--- config.mk ---
export PLATFORM = sky130hd
export DESIGN_NAME = wdsa_ctrl
export DESIGN_NICKNAME = d
export VERILOG_FILES = /design/src/rtl/core/wdsa_pkg.sv /design/src/rtl/core/wdsa_ctrl.sv
export SDC_FILE = /design/constraint.sdc
export NUM_CORES = 1
export LEC_CHECK = 0
export BUFFER_PORTS_ARGS = -buffer_cell sky130_fd_sc_hd__buf_2
export CORE_AREA = 2 2 39 41
export CTS_CLUSTER_SIZE = 14
export DETAILED_ROUTE_END_ITERATION = 8
export DIE_AREA = 0 0 41 43
export GPL_ROUTABILITY_DRIVEN = 0
export PLACE_DENSITY = 0.67
export SYNTH_ARGS = -nofsm -noshare
export SYNTH_HDL_FRONTEND = slang
export SYNTH_SLANG_ARGS = --single-unit
--- constraint.sdc ---
create_clock -name clock -period 1.15 [get_ports clock]
set_clock_uncertainty 0.05 [all_clocks]
set_input_delay 0 -clock clock [delete_from_list [all_inputs] [get_ports clock]]
set_output_delay 0 -clock clock [all_outputs]
set_load 0.01 [all_outputs]
--- src/rtl/core/wdsa_pkg.sv ---
// shared types, constants and codes of the weighted descendant score accumulator
`default_nettype none

package wdsa_pkg;

   // default sizes
   localparam int NODES_DEF      = 4096;
   localparam int CANDIDATES_DEF = 256;
   localparam int MAX_DEGREE_DEF = 8;

   // field widths
   localparam int KIND_W  = 3;
   localparam int NODE_W  = 12;
   localparam int WGT_W   = 24;
   localparam int SLOT_W  = 8;
   localparam int PROB_W  = 17;
   localparam int DEG_W   = 4;
   localparam int CNT_W   = 13;
   localparam int SUM_W   = 36;
   localparam int CSC_W   = 48;
   localparam int WSC_W   = 64;
   localparam int HALF_W  = SUM_W / 2;

   localparam logic [PROB_W-1:0] ONE_Q16 = PROB_W'(65536);

   // request kinds
   localparam logic [KIND_W-1:0] KIND_LOAD  = 3'd0;
   localparam logic [KIND_W-1:0] KIND_NODE  = 3'd1;
   localparam logic [KIND_W-1:0] KIND_CLOSE = 3'd2;
   localparam logic [KIND_W-1:0] KIND_READ  = 3'd3;
   localparam logic [KIND_W-1:0] KIND_CLEAR = 3'd4;

   // csr port
   localparam int CSR_IDX_W  = 1;
   localparam int CSR_DATA_W = 1;
   localparam logic [CSR_IDX_W-1:0] CSR_USE_PROB  = 1'd0;
   localparam logic [CSR_IDX_W-1:0] CSR_TIMES_DEG = 1'd1;

   // shared multiplier operand select
   localparam logic [1:0] MUL_NONE = 2'd0;
   localparam logic [1:0] MUL_CNT  = 2'd1;
   localparam logic [1:0] MUL_LO   = 2'd2;
   localparam logic [1:0] MUL_HI   = 2'd3;

   typedef struct packed {
      logic [KIND_W-1:0] kind;
      logic [NODE_W-1:0] node_id;
      logic [WGT_W-1:0]  weight_value;
      logic [SLOT_W-1:0] candidate_slot;
      logic [PROB_W-1:0] probability;
      logic [DEG_W-1:0]  out_degree;
   } req_payload_type;

   typedef struct packed {
      logic [SLOT_W-1:0] slot_read;
      logic [CSC_W-1:0]  count_total;
      logic [WSC_W-1:0]  weight_total;
      logic              bad_weight_seen;
   } rsp_payload_type;

   typedef struct packed {
      logic       capture;
      logic       wt_load;
      logic       wt_read;
      logic       run_add;
      logic       run_clr;
      logic       err_clr;
      logic       score_rd;
      logic       score_wr;
      logic       sweep_wr;
      logic       mul_pm;
      logic [1:0] mul_sel;
      logic       cnt_take;
      logic       lo_take;
      logic       w_comb;
      logic       rsp_load;
   } cmd_type;

   typedef struct packed {
      logic sweep_last;
      logic rsp_free;
   } sts_type;

endpackage

`default_nettype wire

--- src/rtl/core/wdsa_ctrl.sv ---
// controller state machine sequencing each request through the datapath
`default_nettype none

module wdsa_ctrl (
   input  wire logic                        clock,
   input  wire logic                        reset,
   input  wire logic                        req_valid,
   input  wire logic [wdsa_pkg::KIND_W-1:0] req_kind,
   output logic                             req_ready,
   input  wire wdsa_pkg::sts_type           sts,
   output wdsa_pkg::cmd_type                cmd
);

   localparam logic [3:0] ST_IDLE     = 4'd0;
   localparam logic [3:0] ST_ADD      = 4'd1;
   localparam logic [3:0] ST_RD_ISSUE = 4'd2;
   localparam logic [3:0] ST_RD_OUT   = 4'd3;
   localparam logic [3:0] ST_C_PM     = 4'd4;
   localparam logic [3:0] ST_C_CNT    = 4'd5;
   localparam logic [3:0] ST_C_LO     = 4'd6;
   localparam logic [3:0] ST_C_HI     = 4'd7;
   localparam logic [3:0] ST_C_COMB   = 4'd8;
   localparam logic [3:0] ST_C_WR     = 4'd9;
   localparam logic [3:0] ST_SWEEP    = 4'd10;

   logic [3:0] state_ff;
   logic [3:0] state_in;
   logic       accept;

   assign req_ready = (state_ff == ST_IDLE);
   assign accept    = req_valid && req_ready;

   always_comb begin
      cmd      = '0;
      state_in = state_ff;
      case (state_ff)
         ST_IDLE: begin
            if (accept) begin
               cmd.capture = 1'b1;
               case (req_kind)
                  wdsa_pkg::KIND_LOAD: begin
                     cmd.wt_load = 1'b1;
                  end
                  wdsa_pkg::KIND_NODE: begin
                     cmd.wt_read = 1'b1;
                     state_in    = ST_ADD;
                  end
                  wdsa_pkg::KIND_CLOSE: begin
                     state_in = ST_C_PM;
                  end
                  wdsa_pkg::KIND_READ: begin
                     state_in = ST_RD_ISSUE;
                  end
                  wdsa_pkg::KIND_CLEAR: begin
                     cmd.run_clr = 1'b1;
                     cmd.err_clr = 1'b1;
                     state_in    = ST_SWEEP;
                  end
                  default: begin
                  end
               endcase
            end
         end
         ST_ADD: begin
            cmd.run_add = 1'b1;
            state_in    = ST_IDLE;
         end
         ST_RD_ISSUE: begin
            cmd.score_rd = 1'b1;
            state_in     = ST_RD_OUT;
         end
         ST_RD_OUT: begin
            // hold until the response register is free
            if (sts.rsp_free) begin
               cmd.rsp_load = 1'b1;
               state_in     = ST_IDLE;
            end
         end
         ST_C_PM: begin
            cmd.mul_pm   = 1'b1;
            cmd.score_rd = 1'b1;
            state_in     = ST_C_CNT;
         end
         ST_C_CNT: begin
            cmd.mul_sel = wdsa_pkg::MUL_CNT;
            state_in    = ST_C_LO;
         end
         ST_C_LO: begin
            cmd.mul_sel  = wdsa_pkg::MUL_LO;
            cmd.cnt_take = 1'b1;
            state_in     = ST_C_HI;
         end
         ST_C_HI: begin
            cmd.mul_sel = wdsa_pkg::MUL_HI;
            cmd.lo_take = 1'b1;
            state_in    = ST_C_COMB;
         end
         ST_C_COMB: begin
            cmd.w_comb = 1'b1;
            state_in   = ST_C_WR;
         end
         ST_C_WR: begin
            cmd.score_wr = 1'b1;
            cmd.run_clr  = 1'b1;
            state_in     = ST_IDLE;
         end
         ST_SWEEP: begin
            cmd.sweep_wr = 1'b1;
            if (sts.sweep_last) begin
               state_in = ST_IDLE;
            end
         end
         default: begin
            state_in = ST_IDLE;
         end
      endcase
   end

   // reset starts with a zeroing pass over the score stores
   always_ff @(posedge clock) begin
      if (reset) begin
         state_ff <= ST_SWEEP;
      end else begin
         state_ff <= state_in;
      end
   end

endmodule

`default_nettype wire

==> reports/summary.txt, run 1 <==
Synth Area in Compound Gates -> 25.14%
largest family of logic cells by synthesized area -> simple AND/OR/NAND/NOR gates
Overflow after GRT -> 0
syn nets -> 67
Cell Pwr Density -> 1085 nW/um^2
WS Path Type -> flop to output port
switching portion of total power -> 38.04%
H-tree depth -> 1
Hold Path Origin -> sts[0]
Slew HR -> 77.01%
DP Area -> 755.7 um^2
placed cells -> 111
Setup crit start -> state_ff[3]$_SDFFE_PP1P_
fraction of layout cells with a size suffix above 1 -> 77.78%
CP Capture Type -> output port
drt drc -> 0
Seq/Total Area, Yosys -> 17.49%
outcome -> finished, violations left
Syn Inst Count -> 59
multiplexer area fraction after synthesis -> 0%
TritonRoute pass-1 iters -> 4
Final Cell Area -> 1006 um^2
pre-CTS setup slack -> -0.1636 ns
Core ar. -> 1384 um^2
sequential share of power -> 18.6%
Slew Viols, Final -> 0
via count -> 639
Max Root-Sink Buffers -> 2
# port buffers -> 24
Die X-Extent -> 41 um
vias in the first global route -> 601
Starting DRT DRC Count -> 5
most common cell in the synthesized netlist -> nor3_1
Leakage -> 0.4528 nW
Top FF cell, synth -> dfxtp_1
max reg flops -> 4
R2R Setup Slk -> -0.24 ns
MaxCap Viol Count -> 0
Yosys top cell area share -> 17.49%
Clk Latency, worst-skew pair -> 0.24 ns
Final nets -> 117
power share of the combinational group -> 63.2%
Clock Sinks -> 4
RSZ-0062 raised after global routing -> true
xor and xnor area share after synthesis -> 0%
Post-Synth Adder-Cell Area -> 0%
Synth Warn # -> 0
Area Growth Syn to Fin -> 119.7%
part of the power in the clock network -> 18.1%
commonest cells in the netlist -> 7 x nor3_1, 5 x nor2_1, 4 x dfxtp_1, 4 x nand2_1, 4 x nand2b_1
failing checks -> setup timing
Peak VDD IR -> 0.6355 mV
critical path arrival -> 1.42 ns
Post-synth EDFFs -> 0
IO Pins -> 25
total CTS buffers -> 3
remaining antenna violation count after routing -> 0
Final Cycle Share -> 127.6%
CP Launch Type -> flop
clock transition at the registers of the reported paths -> 0.04 ns
largest cells by area after synthesis -> dfxtp_1 17%, nor3_1 7.7%, a2111oi_4 6.0%
Data required, critical path -> 1.10 ns
largest net degree at the start of global routing -> 12
GR Util All Layers -> 20.28%
setup violators final -> 21
final wirelength -> 1582 um
largest fanout on the critical path -> 3
Internal Pwr Total -> 676.1 uW
f_max -> 681.5 MHz
Reg with most FFs -> state_ff
largest registers -> state_ff (4)
cell taking the most area after synthesis -> dfxtp_1
antenna cells -> 0
Vias/cell -> 5.153
initial core utilization -> 33.09%
post-synthesis cell type count -> 33
post-route insts no fill -> 124
worst setup margin -> -0.3175 ns
row count -> 14
Tmin final -> 1.467 ns
simple-gate share of the synthesized area -> 48.36%
Yosys reg bits -> 4
cell area after synthesis -> 457.9 um^2
first-pass GRT wire length -> 2532 um
worst slew pin tran -> 0.3441 ns
Async S/R FF share, synth -> 0%
routed len/inst -> 12.76 um
Hold Crit Class -> primary input to flop
DP Wirelength -> 1072 um
antenna violations before repair -> 0
CTS root buffer -> clkbuf_4
reg2reg start -> state_ff[3]$_SDFFE_PP1P_
Net Sw Power -> 415.2 uW
DIE AREA -> 1763 um^2
Synth Area per Inst -> 7.762 um^2
die span in y -> 43 um
TritonCTS clock tree -> done
Hold Vio Cnt, Final -> 0
what timing repair did:
item                                   4_1_cts  5_1_grt
gates resized for setup                     26       10
endpoints found under the hold margin        2        0
pin swaps                                    8        6
hold buffers                                 1        0
setup endpoints to repair                   21       21
buffers inserted                             9        2
power groups by stage:
stage | combinational, mW | clock, mW | sequential [mW]
global placement | 0.469 | 0 | 0.215
CTS | 0.634 | 0.196 | 0.202
detailed placement | 0.476 | 0 | 0.215
global route | 0.742 | 0.207 | 0.207
finish | 0.690 | 0.198 | 0.203
floorplan | 0.287 | 0 | 0.195
kinds of logic (layout without fill, tap and decap cells):
family | Yosys count | after routing
AND/OR/NAND/NOR | 35 | 35
AO/OA/AOI/OAI | 12 | 12
buffers and inverters | 8 | 57
flip-flops | 4 | 4
placed cells by master, fill, tap and decap left out, types with 2 or more instances in the layout:
| cell type | n |
|---|---|
| nor2_2 | 3 |
| nand2b_4 | 3 |
| buf_4 | 16 |
| or3_1 | 2 |
| nand2_1 | 2 |
| buf_2 | 21 |
| inv_1 | 3 |
| clkbuf_4 | 3 |
| nand3b_1 | 2 |
| dfxtp_4 | 4 |
| a221o_1 | 2 |
| nor3_2 | 5 |
| buf_6 | 10 |
per-layer routing:
metal,GRT usage (%),vias to the layer above,routed length (um)
li1,-,318,-
met1,25.40,294,683
met2,34.69,25,798
met3,1.571,2,80
met4,6.000,0,19
met5,0,-,0
area by class of cell:
class	count	area, um^2
Multi-Input combinational cell	47	481.7
Fill cell	104	377.9
Timing Repair Buffer	49	367.9
Sequential cell	4	95.09
Clock buffer	4	26.28
Tap cell	16	20.02
Inverter	4	15.01
worst max-delay path, stage by stage, from the launching register on:
cell and delay [ns]:
dfxtp_4 0.35, nor4_4 0.33, nand2_2 0.13, nor4b_4 0.21, buf_2 0.16
through the flow:
step	TNS [ns]	util, %	hold WS [ns]	total power [mW]
3_3_place_gp	-0.8040	54.61	0.1844	0.6845
6_report	-3.745	72.69	0.03729	1.091
4_1_cts	-3.654	69.26	0.03672	1.032
2_1_floorplan	-0.1553	-	-0.02395	0.4822
5_1_grt	-4.967	72.69	0.06474	1.155
3_5_place_dp	-1.023	54.61	0.1908	0.6914
final timing paths:
check	to	depth (start not counted)
worst max register to register	state_ff[0]$_SDFFE_PP0P_	5
worst min register to register	state_ff[2]$_SDFFE_PP0P_	2
worst min-delay path	state_ff[0]$_SDFFE_PP0P_	3
worst max-delay path	cmd[13]	4
Note: power is estimated with default switching activity, not from simulation.
==> run 2: changes to the inputs <==
ABC_CLOCK_PERIOD_IN_PS = 1800   (was default)
CTS_CLUSTER_SIZE = 20   (was 14)
PLACE_DENSITY = default   (was 0.67)
clock period = 1.8 ns   (was 1.15 ns; I/O delays follow)
==> run 2 against run 1 <==
Against the previous run:
- the flow now finishes without violations
- die area did not move
- critical path depth did not move
- design area fell by 38%
- non-clock buffer count fell by 23
- sequential share of layout area rose by 3.5 points
- sequential power fell by 26%
- total power fell by 59%
- setup slack improved by 0.48 ns
- via count fell by 18%
- sequential cell count did not move
- clock power fell by 44%
- critical path type unchanged
- largest power group unchanged
==> reports/summary.txt, run 2 (same netlist as run 1, synthesis figures left out) <==
max reg flops -> 4
crit path cell chain -> nor4_4, nand2_1, nor4b_2, buf_2
DP Wirelength -> 919.4 um
Hold Crit Class -> primary input to flop
met1 GRT Util -> 17.68%
Tmin final -> 1.642 ns
TritonRoute pass-1 iters -> 4
routed len/inst -> 12.04 um
Area Growth Syn to Fin -> 35.52%
CP Capture Type -> output port
Max Root-Sink Buffers -> 2
TNS Setup -> 0 ns
met3 usage -> 4.188%
CP Launch Type -> flop
drt drc -> 0
Core ar. -> 1384 um^2
Final Cycle Share -> 91.24%
remaining antenna violation count after routing -> 0
Clock Sinks -> 4
initial core utilization -> 33.09%
sequential share of power -> 33.3%
Core Util, Final -> 44.85%
Internal Pwr Total -> 270.0 uW
H-tree depth -> 1
Leakage -> 0.2878 nW
largest registers -> state_ff (4)
placed cells -> 96
setup violators final -> 0
vias in the first global route -> 419
Overflow after GRT -> 0
Hold Vio Cnt, Final -> 0
Largest stage delay, worst path -> 0.43 ns
largest fanout on the critical path -> 12
Peak VDD IR -> 0.3152 mV
# port buffers -> 24
Max stage delay cell, worst path -> dfxtp_1
total power -> 450.4 uW
largest net degree at the start of global routing -> 16
filler instances -> 140
Slew HR -> 64.02%
DIE AREA -> 1763 um^2
postcts setup bufs -> 0
RSZ-0062 raised after global routing -> false
clock transition at the registers of the reported paths -> 0.04 ns
Vias/cell -> 5.260
Net Sw Power -> 180.5 uW
crit path buf inv count -> 1
antenna violations before repair -> 0
Clk Latency, worst-skew pair -> 0.24 ns
post-route insts no fill -> 100
commonest non-fill, non-tap cells in the layout -> 24 x buf_2, 7 x nor3_1, 5 x nor2_1
IO Pins -> 25
MaxCap Viol Count -> 0
final wirelength -> 1204 um
cell family with most CP delay -> simple AND/OR/NAND/NOR gates
Data required, critical path -> 1.75 ns
Die X-Extent -> 41 um
worst slew pin tran -> 0.5390 ns
f_max -> 608.9 MHz
Cell Pwr Density -> 725.8 nW/um^2
Slew Viols, Final -> 0
worst setup margin -> 0.1577 ns
gr busiest metal -> met2
total CTS buffers -> 3
power share of the combinational group -> 42.1%
pre-CTS setup slack -> 0.3203 ns
critical path arrival -> 1.59 ns
switching portion of total power -> 40.07%
WS Path Type -> flop to output port
row count -> 14
Reg with most FFs -> state_ff
Starting DRT DRC Count -> 3
first-pass GRT wire length -> 1800 um
GR Util met2 -> 22.50%
fraction of layout cells with a size suffix above 1 -> 41.67%
Final nets -> 94
TritonCTS clock tree -> done
outcome -> complete, no violations
antenna cells -> 0
commonest non-fill, non-tap cell in the layout -> buf_2
via count -> 526
CTS root buffer -> clkbuf_4
die span in y -> 43 um
GR Util All Layers -> 14.96%
part of the power in the clock network -> 24.6%
[run 2: cell types whose count changed in the layout (fill, tap and decap cells not counted), moves of 5 or more]
cell    change
buf_4      -15
nor3_1      +6
nor3_2      -5
buf_6      -10
[run 2: cell type report]
class	count	area, um^2	area share, %
inverters	4	15.01	2.419
multi-input cells	47	345.3	55.65
clock buffers	3	22.52	3.629
repair buffers	26	137.6	22.18
well taps	16	20.02	3.226
flip-flops and latches	4	80.08	12.90
[run 2: metal layers]
layer | up-vias | wire length, um
met5 | - | 0
met4 | 0 | 12
met3 | 2 | 117
met2 | 28 | 557
met1 | 224 | 516
li1 | 272 | -
[run 2: path summary, 6_finish.rpt]
check,startpoint,end,slack (ns),cells after the start
max,state_ff[0]$_SDFFE_PP0P_,cmd[13],0.16,4
min reg2reg,state_ff[0]$_SDFFE_PP0P_,state_ff[0]$_SDFFE_PP0P_,0.75,3
min,sts[0],state_ff[0]$_SDFFE_PP0P_,0.02,3
max reg2reg,state_ff[3]$_SDFFE_PP1P_,state_ff[1]$_SDFFE_PP1P_,0.28,3
[run 2: timing repair]
action / CTS / global route
setup endpoints to repair: 0 / 1
gates resized for setup: 0 / 1
endpoints found under the hold margin: 2 / 0
hold buffers: 1 / 0
[run 2: through the flow]
step | hold slack [ns] | cell area [um^2]
after floorplan | -0.01593 | 457.9
after global placement | 0.1895 | 579.3
after detailed placement | 0.2048 | 579.3
after CTS | 0.01859 | 611.8
after global routing | 0.05989 | 620.6
final | 0.02376 | 620.6
[run 2: power by group through the flow]
stage                     clock network (mW)  registers (mW)  logic [mW]
after floorplan                            0           0.116       0.161
after global placement                     0           0.145       0.185
after detailed placement                   0           0.147       0.187
after CTS                              0.115           0.146       0.189
after global routing                   0.118           0.155       0.210
final                                  0.111           0.150       0.190
[run 2: tightest hold or removal path: stages]
cell and delay [ns]:
buf_2 0.10, or3_1 0.10, a21oi_1 0.05
